### config.mk
export PLATFORM = sky130hd
export DESIGN_NAME = mips_instruction_decoder
export DESIGN_NICKNAME = d
export VERILOG_FILES = /design/src/rtl/mipsdec_pkg.sv /design/src/rtl/mipsdec_classify.sv /design/src/rtl/mipsdec_target.sv /design/src/rtl/mips_instruction_decoder.sv
export SDC_FILE = /design/constraint.sdc
export NUM_CORES = 1
export LEC_CHECK = 0
export ABC_AREA = 0
export BUFFER_PORTS_ARGS = -buffer_cell sky130_fd_sc_hd__buf_4
export CORE_ASPECT_RATIO = 0.75
export CORE_MARGIN = 2
export CORE_UTILIZATION = 62
export CTS_CLUSTER_DIAMETER = 100
export DETAILED_ROUTE_END_ITERATION = 6
export GPL_TIMING_DRIVEN = 0
export PLACE_DENSITY = 0.84
export SLEW_MARGIN = 15
export SYNTH_ARGS = -nofsm -noshare
export SYNTH_HDL_FRONTEND = slang
export SYNTH_SLANG_ARGS = --single-unit
### constraint.sdc
create_clock -name clk -period 9.65 [get_ports clk]
set_input_delay 0 -clock clk [delete_from_list [all_inputs] [get_ports clk]]
set_output_delay 0 -clock clk [all_outputs]
set_load 0.05 [all_outputs]
### src/rtl/mipsdec_pkg.sv
package mipsdec_pkg;

  typedef enum logic [2:0] {
    CLS_NONE   = 3'd0,
    CLS_ALU    = 3'd1,
    CLS_BRANCH = 3'd2,
    CLS_JUMP   = 3'd3,
    CLS_LOAD   = 3'd4,
    CLS_STORE  = 3'd5,
    CLS_SYSTEM = 3'd6
  } iclass_t;

  typedef enum logic [2:0] {
    MW_NONE  = 3'd0,
    MW_BYTE  = 3'd1,
    MW_HALF  = 3'd2,
    MW_WORD  = 3'd3,
    MW_DWORD = 3'd4,
    MW_QWORD = 3'd5
  } mwidth_t;

  // Identity codes that the logic tests by name
  localparam logic [6:0] ID_UNKNOWN = 7'd0;
  localparam logic [6:0] ID_NOP     = 7'd1;
  localparam logic [6:0] ID_JR      = 7'd8;
  localparam logic [6:0] ID_JALR    = 7'd9;
  localparam logic [6:0] ID_MTHI1   = 7'd17;
  localparam logic [6:0] ID_MTLO1   = 7'd18;
  localparam logic [6:0] ID_MTSAH   = 7'd19;
  localparam logic [6:0] ID_PADDUW  = 7'd34;
  localparam logic [6:0] ID_MTC1    = 7'd35;
  localparam logic [6:0] ID_CTC1    = 7'd36;
  localparam logic [6:0] ID_ADDAS   = 7'd37;
  localparam logic [6:0] ID_J       = 7'd46;
  localparam logic [6:0] ID_JAL     = 7'd47;

  // Primary opcodes that open a sub-table
  localparam logic [5:0] OP_SPECIAL = 6'h00;
  localparam logic [5:0] OP_REGIMM  = 6'h01;
  localparam logic [5:0] OP_COP1    = 6'h11;
  localparam logic [5:0] OP_MMI     = 6'h1C;

  localparam logic [4:0] COP1_MT    = 5'h04;
  localparam logic [4:0] COP1_CT    = 5'h06;
  localparam logic [4:0] COP1_S     = 5'h10;
  localparam logic [5:0] FN_ADDA    = 6'h18;
  localparam logic [5:0] FN_MTHI1   = 6'h11;
  localparam logic [5:0] FN_MTLO1   = 6'h13;
  localparam logic [5:0] FN_PADDUW  = 6'h28;
  localparam logic [4:0] SA_PADDUW  = 5'h10;

  localparam logic [3:0] JUMP_REGION_MASK = 4'hF;

  typedef struct packed {
    logic [31:0] instr_word;
    logic [31:0] fetch_pc;
  } dec_in_t;

  typedef struct packed {
    logic [6:0]         instr_id;
    logic [2:0]         instr_class;
    logic [2:0]         mem_width;
    logic               delay_slot;
    logic               likely_flag;
    logic               link_flag;
    logic [4:0]         src_reg;
    logic [4:0]         tgt_reg;
    logic [4:0]         dst_reg;
    logic signed [15:0] signed_imm;
    logic               target_valid;
    logic [31:0]        target_addr;
  } dec_out_t;

  typedef struct packed {
    iclass_t cls;
    mwidth_t width;
    logic    likely;
    logic    link;
  } attr_t;

  function automatic attr_t mk_attr(iclass_t c, mwidth_t w, logic l, logic k);
    attr_t a;
    a.cls    = c;
    a.width  = w;
    a.likely = l;
    a.link   = k;
    return a;
  endfunction

  // Primary opcode to identity; sub-table opcodes give 0 here
  function automatic logic [6:0] op_id(logic [5:0] op);
    logic [6:0] r;
    r = ID_UNKNOWN;
    case (op) inside
      [6'h02:6'h0F]: r = 7'(op) + 7'd44;
      [6'h14:6'h1B]: r = 7'(op) + 7'd40;
      [6'h1E:6'h2E]: r = 7'(op) + 7'd38;
      6'h31:         r = 7'd85;
      6'h36:         r = 7'd86;
      6'h37:         r = 7'd87;
      6'h39:         r = 7'd88;
      6'h3E:         r = 7'd89;
      6'h3F:         r = 7'd90;
      default:       r = ID_UNKNOWN;
    endcase
    return r;
  endfunction

  function automatic logic [6:0] special_id(logic [5:0] fn);
    logic [6:0] r;
    r = ID_UNKNOWN;
    case (fn) inside
      6'h00:         r = 7'd2;
      [6'h02:6'h04]: r = 7'(fn) + 7'd1;
      [6'h06:6'h09]: r = 7'(fn);
      6'h0C:         r = 7'd10;
      6'h0D:         r = 7'd11;
      6'h0F:         r = 7'd12;
      [6'h10:6'h13]: r = 7'(fn) - 7'd3;
      [6'h18:6'h1B]: r = 7'(fn) - 7'd4;
      [6'h20:6'h27]: r = 7'(fn) - 7'd8;
      6'h2A:         r = 7'd32;
      6'h2B:         r = 7'd33;
      default:       r = ID_UNKNOWN;
    endcase
    return r;
  endfunction

  function automatic logic [6:0] regimm_id(logic [4:0] rt);
    logic [6:0] r;
    r = ID_UNKNOWN;
    case (rt) inside
      [5'h00:5'h03]: r = 7'(rt) + 7'd38;
      [5'h10:5'h13]: r = 7'(rt) + 7'd26;
      5'h19:         r = ID_MTSAH;
      default:       r = ID_UNKNOWN;
    endcase
    return r;
  endfunction

  function automatic attr_t id_attr(logic [6:0] id);
    attr_t a;
    a = mk_attr(CLS_NONE, MW_NONE, 1'b0, 1'b0);
    case (id) inside
      [7'd1:7'd7], [7'd12:7'd37], [7'd52:7'd59], 7'd64, 7'd65:
        a = mk_attr(CLS_ALU, MW_NONE, 1'b0, 1'b0);
      7'd8, 7'd46:        a = mk_attr(CLS_JUMP, MW_NONE, 1'b0, 1'b0);
      7'd9, 7'd47:        a = mk_attr(CLS_JUMP, MW_NONE, 1'b0, 1'b1);
      7'd10, 7'd11:       a = mk_attr(CLS_SYSTEM, MW_NONE, 1'b0, 1'b0);
      7'd38, 7'd39, [7'd48:7'd51]:
        a = mk_attr(CLS_BRANCH, MW_NONE, 1'b0, 1'b0);
      7'd40, 7'd41, [7'd60:7'd63]:
        a = mk_attr(CLS_BRANCH, MW_NONE, 1'b1, 1'b0);
      7'd42, 7'd43:       a = mk_attr(CLS_BRANCH, MW_NONE, 1'b0, 1'b1);
      7'd44, 7'd45:       a = mk_attr(CLS_BRANCH, MW_NONE, 1'b1, 1'b1);
      7'd66, 7'd67, 7'd87: a = mk_attr(CLS_LOAD, MW_DWORD, 1'b0, 1'b0);
      7'd68, 7'd86:       a = mk_attr(CLS_LOAD, MW_QWORD, 1'b0, 1'b0);
      7'd70, 7'd74:       a = mk_attr(CLS_LOAD, MW_BYTE, 1'b0, 1'b0);
      7'd71, 7'd75:       a = mk_attr(CLS_LOAD, MW_HALF, 1'b0, 1'b0);
      7'd72, 7'd73, 7'd76, 7'd77, 7'd85:
        a = mk_attr(CLS_LOAD, MW_WORD, 1'b0, 1'b0);
      7'd69, 7'd89:       a = mk_attr(CLS_STORE, MW_QWORD, 1'b0, 1'b0);
      7'd78:              a = mk_attr(CLS_STORE, MW_BYTE, 1'b0, 1'b0);
      7'd79:              a = mk_attr(CLS_STORE, MW_HALF, 1'b0, 1'b0);
      7'd80, 7'd81, 7'd84, 7'd88:
        a = mk_attr(CLS_STORE, MW_WORD, 1'b0, 1'b0);
      7'd82, 7'd83, 7'd90: a = mk_attr(CLS_STORE, MW_DWORD, 1'b0, 1'b0);
      default:            a = mk_attr(CLS_NONE, MW_NONE, 1'b0, 1'b0);
    endcase
    return a;
  endfunction

endpackage

### src/rtl/mipsdec_classify.sv
module mipsdec_classify (
  input  logic [31:0]          word,
  output logic [6:0]           id,
  output mipsdec_pkg::attr_t   attr
);
  import mipsdec_pkg::*;

  logic [5:0] op;
  logic [4:0] rs;
  logic [4:0] rt;
  logic [4:0] rd;
  logic [4:0] sa;
  logic [5:0] fn;
  logic [6:0] sp_id;

  assign op = word[31:26];
  assign rs = word[25:21];
  assign rt = word[20:16];
  assign rd = word[15:11];
  assign sa = word[10:6];
  assign fn = word[5:0];
  assign sp_id = special_id(fn);

  always_comb begin
    id = ID_UNKNOWN;
    case (op)
      OP_SPECIAL: begin
        if (word == 32'd0) begin
          id = ID_NOP;
        end else if (sp_id == ID_JR && (rt | rd | sa) != 5'd0) begin
          id = ID_UNKNOWN;
        end else if (sp_id == ID_JALR && (rt | sa) != 5'd0) begin
          id = ID_UNKNOWN;
        end else begin
          id = sp_id;
        end
      end
      OP_REGIMM: id = regimm_id(rt);
      OP_COP1: begin
        if (rs == COP1_MT) begin
          id = ID_MTC1;
        end else if (rs == COP1_CT) begin
          id = ID_CTC1;
        end else if (rs == COP1_S && fn == FN_ADDA) begin
          id = ID_ADDAS;
        end
      end
      OP_MMI: begin
        if (fn == FN_MTHI1) begin
          id = ID_MTHI1;
        end else if (fn == FN_MTLO1) begin
          id = ID_MTLO1;
        end else if (fn == FN_PADDUW && sa == SA_PADDUW) begin
          id = ID_PADDUW;
        end
      end
      default: id = op_id(op);
    endcase
  end

  assign attr = id_attr(id);

endmodule

### src/rtl/mipsdec_target.sv
module mipsdec_target (
  input  logic [31:0]          word,
  input  logic [31:0]          pc,
  input  logic [6:0]           id,
  input  mipsdec_pkg::iclass_t cls,
  output logic                 valid,
  output logic [31:0]          addr
);
  import mipsdec_pkg::*;

  logic [31:0] seq_pc;
  logic [31:0] br_off;

  assign seq_pc = pc + 32'd4;
  // sign-extended word offset
  assign br_off = {{14{word[15]}}, word[15:0], 2'b00};

  always_comb begin
    valid = 1'b0;
    addr  = 32'd0;
    if (cls == CLS_BRANCH) begin
      valid = 1'b1;
      addr  = seq_pc + br_off;
    end else if (id == ID_J || id == ID_JAL) begin
      valid = 1'b1;
      addr  = {seq_pc[31:28] & JUMP_REGION_MASK, word[25:0], 2'b00};
    end
  end

endmodule

### src/rtl/mips_instruction_decoder.sv
// MIPS-family instruction decoder. Each transaction takes one instruction
// word with its fetch address and yields one decoded result: the word and
// address are first captured in an input register, and are afterwards
// decoded by a single pass of table logic and the target adder, and held
// in a result register. busy is always low, so a new transaction may be
// started on every cycle and results leave at one per cycle. done is high
// for exactly one cycle with each result; the receiver cannot stall it and
// must take the result in that cycle. Reset clears only the valid flags.
module mips_instruction_decoder (
  input  logic                  clk,
  input  logic                  rst,
  input  logic                  start,
  output logic                  busy,
  input  mipsdec_pkg::dec_in_t  instr,
  output logic                  done,
  output mipsdec_pkg::dec_out_t result
);
  import mipsdec_pkg::*;

  // input stage
  logic    in_valid;
  dec_in_t in_reg;

  // decode logic
  logic [6:0]  id;
  attr_t       attr;
  logic        tgt_valid;
  logic [31:0] tgt_addr;
  dec_out_t    result_next;

  // never back-pressured: the pipeline moves every cycle
  assign busy = 1'b0;

  always_ff @(posedge clk) begin
    if (rst) begin
      in_valid <= 1'b0;
    end else begin
      in_valid <= start & ~busy;
    end
  end

  always_ff @(posedge clk) begin
    if (start & ~busy) begin
      in_reg <= instr;
    end
  end

  mipsdec_classify u_classify (
    .word (in_reg.instr_word),
    .id   (id),
    .attr (attr)
  );

  mipsdec_target u_target (
    .word  (in_reg.instr_word),
    .pc    (in_reg.fetch_pc),
    .id    (id),
    .cls   (attr.cls),
    .valid (tgt_valid),
    .addr  (tgt_addr)
  );

  always_comb begin
    result_next.instr_id     = id;
    result_next.instr_class  = attr.cls;
    result_next.mem_width    = attr.width;
    // both branches and jumps carry a delay slot
    result_next.delay_slot   = (attr.cls == CLS_BRANCH) || (attr.cls == CLS_JUMP);
    result_next.likely_flag  = attr.likely;
    result_next.link_flag    = attr.link;
    result_next.src_reg      = in_reg.instr_word[25:21];
    result_next.tgt_reg      = in_reg.instr_word[20:16];
    result_next.dst_reg      = in_reg.instr_word[15:11];
    result_next.signed_imm   = $signed(in_reg.instr_word[15:0]);
    result_next.target_valid = tgt_valid;
    result_next.target_addr  = tgt_addr;
  end

  // result stage
  always_ff @(posedge clk) begin
    if (rst) begin
      done <= 1'b0;
    end else begin
      done <= in_valid;
    end
  end

  always_ff @(posedge clk) begin
    if (in_valid) begin
      result <= result_next;
    end
  end

  // every accepted transaction yields one result, after the input and result registers
  a_latency: assert property (@(posedge clk) disable iff (rst)
    start && !busy |=> ##1 done)
    else $error("accepted transaction produced no result");

  a_no_spurious: assert property (@(posedge clk) disable iff (rst)
    done |-> $past(in_valid))
    else $error("result strobe without a decoded transaction");

  a_target_zero: assert property (@(posedge clk) disable iff (rst)
    done && !result.target_valid |-> result.target_addr == 32'd0)
    else $error("target address nonzero without a direct target");

  a_likely_branch: assert property (@(posedge clk) disable iff (rst)
    done && result.likely_flag |->
      result.instr_class == CLS_BRANCH && result.target_valid)
    else $error("likely flag on a non-branch");

  a_mem_class: assert property (@(posedge clk) disable iff (rst)
    done && result.mem_width != MW_NONE |->
      result.instr_class == CLS_LOAD || result.instr_class == CLS_STORE)
    else $error("memory width on a non-memory instruction");

endmodule
==> flow_results.org <==
** Logic synthesis
- Synthesized netlist cell count :: 813
- Register bit total from synthesis :: 141
- After synthesis the cells add up to 8950 sq um.
- Counting flops with an async set or reset pin after synthesis yields a share of 0%.
- When the netlist entered floorplanning its net count stood at 942.
- For this run, the leading register cell type out of synthesis is sky130_fd_sc_hd__edfxtp_1.
- The synthesized design contains 139 enable-type register cells.
- A synthesized cell averages 11.0 sq um.
- During synthesis, Yosys emitted a total of 0 warnings.
- The synthesized netlist contains 91 unique library cells.
- The share of the Yosys chip area taken by registers is 47.1%.

** Global route
- Entering global routing, the biggest net connects 66 pins.
- Global-route wire length before repair :: 41600 microns
- Across every metal layer, demand over resource in global routing totals 35.8%.
- The via count of the first global-routing pass came to 7786.
- The initial antenna violation count came to 0.
- Global routing finished with a remaining overflow of 0.

** Pwr
- In this run the power density over the cells is 182 nW/um^2.
- Across the VDD grid, the largest voltage drop is 0.115 mV.
- Leakage power :: 4.59 nW

** Run status
- The flow ran to the end, and the final reports show no timing, DRC or antenna violations.

** Floorplan
- In this run the horizontal extent of the chip is 143 microns.
- Row generation in the floorplan step produced 37 rows.
- Die Area :: 15400 sq um
- Total core area :: 13900 sq um
- Number of placed I/O pins :: 149
- Initial core utilization :: 64.4%
- The die is 108 microns tall.

** Timing
- The final count of hold timing violations is 0.
- Timing would allow up to 191 MHz.
- Setup violations remaining at the end of the flow were counted as 0.
- Share of the clock period used by the worst path :: 54.1%
- Setup TNS :: 0 ns
- The count of pins over their slew limit came to 0.
- Setup repair after global routing left no endpoint under its margin.
- In this run the tightest slew margin relative to its limit is 40.1%.
- Worst-Margin Slew :: 0.890 ns
- Final setup skew :: 0.0140 ns
- Shortest clock period the worst path allows after layout :: 5.22 ns

** Clock network
- Clock-pin transition on the worst setup and hold timing paths :: 0.06 ns
- Number of H-tree levels :: 4
- CTS sink count :: 141
- For the worst-skew pair, the clock arrives at the later sink with an insertion delay of 0.44 ns.
- Quantity of gates resized following cts :: 0
- In this run the clock root is driven by a sky130_fd_sc_hd__clkbuf_16.
- Clock tree from TritonCTS :: done
- Buffers added to address setup during post-CTS repair amount to 0.
- The longest clock path from root to sink contains 2 buffers.
- Counting the buffers created by CTS gives 17.
- Number of buffers inserted by hold repair at cts :: 65

** Worst setup path
- The worst setup path is launched from a register.
- Crit-path cells :: and3_1, and2_1, and3_1, nand2_1, xnor2_1, ha_1, or4_1, a211oi_1, o31ai_1, a2111oi_0, o21ai_0, a31oi_1, nor2b_1, o21ai_0, a21oi_1, xor2_1, a22o_1
- For the worst setup path, the data arrival time is 5.41 ns.
- Category of the most critical setup path :: reg -> reg
- Data required, critical path :: 9.83 ns
- Worst Path Max Fanout :: 5
- The worst setup path is captured at a register.
- Crit path max-delay cell type :: sky130_fd_sc_hd__a2111oi_0
- Stage delay of the slowest cell on the critical path :: 0.82 ns

** Job
- Across the run, the number of max-cap violations was 0.

** Routing
- WL final :: 27100 microns
- Average wire length per cell after detail routing :: 22.0 microns
- Vias post-DR :: 7984
- Via-to-Cell Ratio :: 6.48
- For this run, design rule violations remaining after detail routing come to 0.
- Number of nets with antenna violations after detailed routing :: 0
- Drt first pass iters :: 6
- The detailed router finished its first iteration with 922 violations.

** Finish
- The filler cells instantiated in the layout total 768.
- Layout cell share with drive strength beyond 1 :: 22.0%
- The register with the most flip-flops in the layout has 75 of them.
- Nets :: 1174
- Relative to the synthesized area, the layout overhead comes to 29.1%.
- Once layout is done, the placed cells without fillers occupy 11500 sq um.

** Hold path
- Hold WC Path Type :: in -> reg

** Placed design
- Placed instance area :: 10300 sq um
- At the end of routability-driven placement, the weighted congestion stood at 0.984.
- Summed over all nets, the half-perimeter wirelength after detailed placement is 17400 microns.
- Port Buf Inserts :: 147
## power by group
| group | internal [mW] | leakage, nW | switching, mW |
|---|---|---|---|
| sequential | 0.739 | 1.30 | 0.0459 |
| clock | 0.406 | 0.287 | 0.275 |
| combinational | 0.241 | 3.00 | 0.390 |
## final cells by class
class	count	area [sq um]	area share, %
Multi-Input combinational cell	607	4410	38.2
Sequential cell	141	4220	36.5
Timing Repair Buffer	213	1780	15.4
Clock buffer	17	425	3.68
Tap cell	175	219	1.90
Buffer	31	193	1.67
Clock inverter	14	168	1.45
Inverter	34	129	1.12
Antenna cell	1	2.50	0.0217
## kinds of logic after synthesis
| kind of cell | Yosys count | synth area share [%] |
|---|---|---|
| other cells | 1 | 0.0419 |
| xor+xnor | 58 | 5.76 |
| simple gates | 259 | 15.5 |
| flops | 141 | 47.1 |
| fa+ha+maj | 62 | 8.76 |
| mux | 5 | 0.573 |
| buf+inv | 65 | 3.59 |
| compound gates | 222 | 18.7 |
## critical path, delay by kind of cell, from the launching register on
| kind | cells | cell delay (ns) |
|---|---|---|
| and+or+nand+nor | 6 | 1.38 |
| adders and majority gates | 1 | 0.26 |
| AOI/OAI and AO/OA | 8 | 2.61 |
| xor gates and xnor gates | 2 | 0.33 |
| DFF | 1 | 0.40 |
## layout by cell type, fill, tap and decap left out, types with 5 or more instances in the layout
cell / n
sky130_fd_sc_hd__nand2_1: 57
sky130_fd_sc_hd__dlygate4sd3_1: 65
sky130_fd_sc_hd__o21ai_0: 25
sky130_fd_sc_hd__and2_1: 8
sky130_fd_sc_hd__ha_1: 61
sky130_fd_sc_hd__nor2_1: 44
sky130_fd_sc_hd__a21o_1: 15
sky130_fd_sc_hd__o21bai_1: 7
sky130_fd_sc_hd__nor2b_1: 11
sky130_fd_sc_hd__a21oi_1: 37
sky130_fd_sc_hd__o31ai_1: 8
sky130_fd_sc_hd__a31oi_1: 13
sky130_fd_sc_hd__buf_2: 8
sky130_fd_sc_hd__a22o_1: 30
sky130_fd_sc_hd__o21a_1: 16
sky130_fd_sc_hd__clkbuf_1: 9
sky130_fd_sc_hd__xor2_1: 10
sky130_fd_sc_hd__inv_1: 28
sky130_fd_sc_hd__edfxtp_1: 139
sky130_fd_sc_hd__nor4_1: 6
sky130_fd_sc_hd__clkbuf_16: 17
sky130_fd_sc_hd__and3_1: 21
sky130_fd_sc_hd__buf_4: 154
sky130_fd_sc_hd__nand3_1: 29
sky130_fd_sc_hd__nand3b_1: 6
sky130_fd_sc_hd__xnor2_1: 47
sky130_fd_sc_hd__buf_6: 5
sky130_fd_sc_hd__nand2b_1: 9
sky130_fd_sc_hd__nor3_1: 25
sky130_fd_sc_hd__nand4_1: 13
sky130_fd_sc_hd__a211oi_1: 8
## synth_stat cells (all sizes together), types with 6 or more instances
master / count / area [sq um]
a21oi: 38 / 201
a211oi: 10 / 85.1
ha: 61 / 763
buf: 20 / 149
xnor2: 48 / 428
a21o: 15 / 113
and3: 21 / 131
nor3: 26 / 135
clkbuf: 11 / 43.8
a31oi: 14 / 93.8
nand3b: 6 / 45.0
edfxtp: 139 / 4170
o21ai: 29 / 145
xor2: 10 / 87.6
nor2b: 11 / 68.8
o31ai: 9 / 72.6
a2111oi: 6 / 77.6
o21a: 16 / 120
nor2: 48 / 200
nand4: 13 / 81.3
a22o: 30 / 263
inv: 32 / 120
o21bai: 7 / 52.6
and2: 8 / 50.1
nand2: 57 / 214
nor4: 7 / 50.1
nand2b: 9 / 56.3
nand3: 29 / 145
## stage by stage
| step | power, mW | hold WS (ns) | instances | util (%) | setup slack (ns) |
|---|---|---|---|---|---|
| 2_1_floorplan | 1.21 | 0.0716 | 813 | - | 5.65 |
| 3_3_place_gp | 1.36 | 0.174 | 1135 | 73.9 | 4.71 |
| 3_5_place_dp | 1.38 | 0.175 | 1136 | 74.2 | 4.72 |
| 4_1_cts | 2.06 | 0.206 | 1232 | 83.1 | 4.62 |
| 5_1_grt | 2.17 | 0.248 | 1232 | 83.1 | 3.99 |
| 6_report | 2.10 | 0.228 | 1233 | 83.1 | 4.43 |
## path summary, 6_finish.rpt
check	start	endpoint	slack, ns	cells past startpoint
worst max-delay path	in_reg[4]	result[30]	4.43	17
worst min-delay path	start	in_reg[12]	0.23	1
worst max register to register	in_reg[4]	result[30]	4.43	17
worst min register to register	in_reg[56]	result[62]	0.51	0
## metal layers
metal  up-vias  wire [microns]  global-route usage, %
met3        75            2830                   8.77
met2       542           12900                   58.7
li1       3592               -                      -
met4         0             768                   13.9
met5         -               0                  0.987
met1      3775           10700                   46.3
No activity file was read; power rests on OpenSTA's default activity.
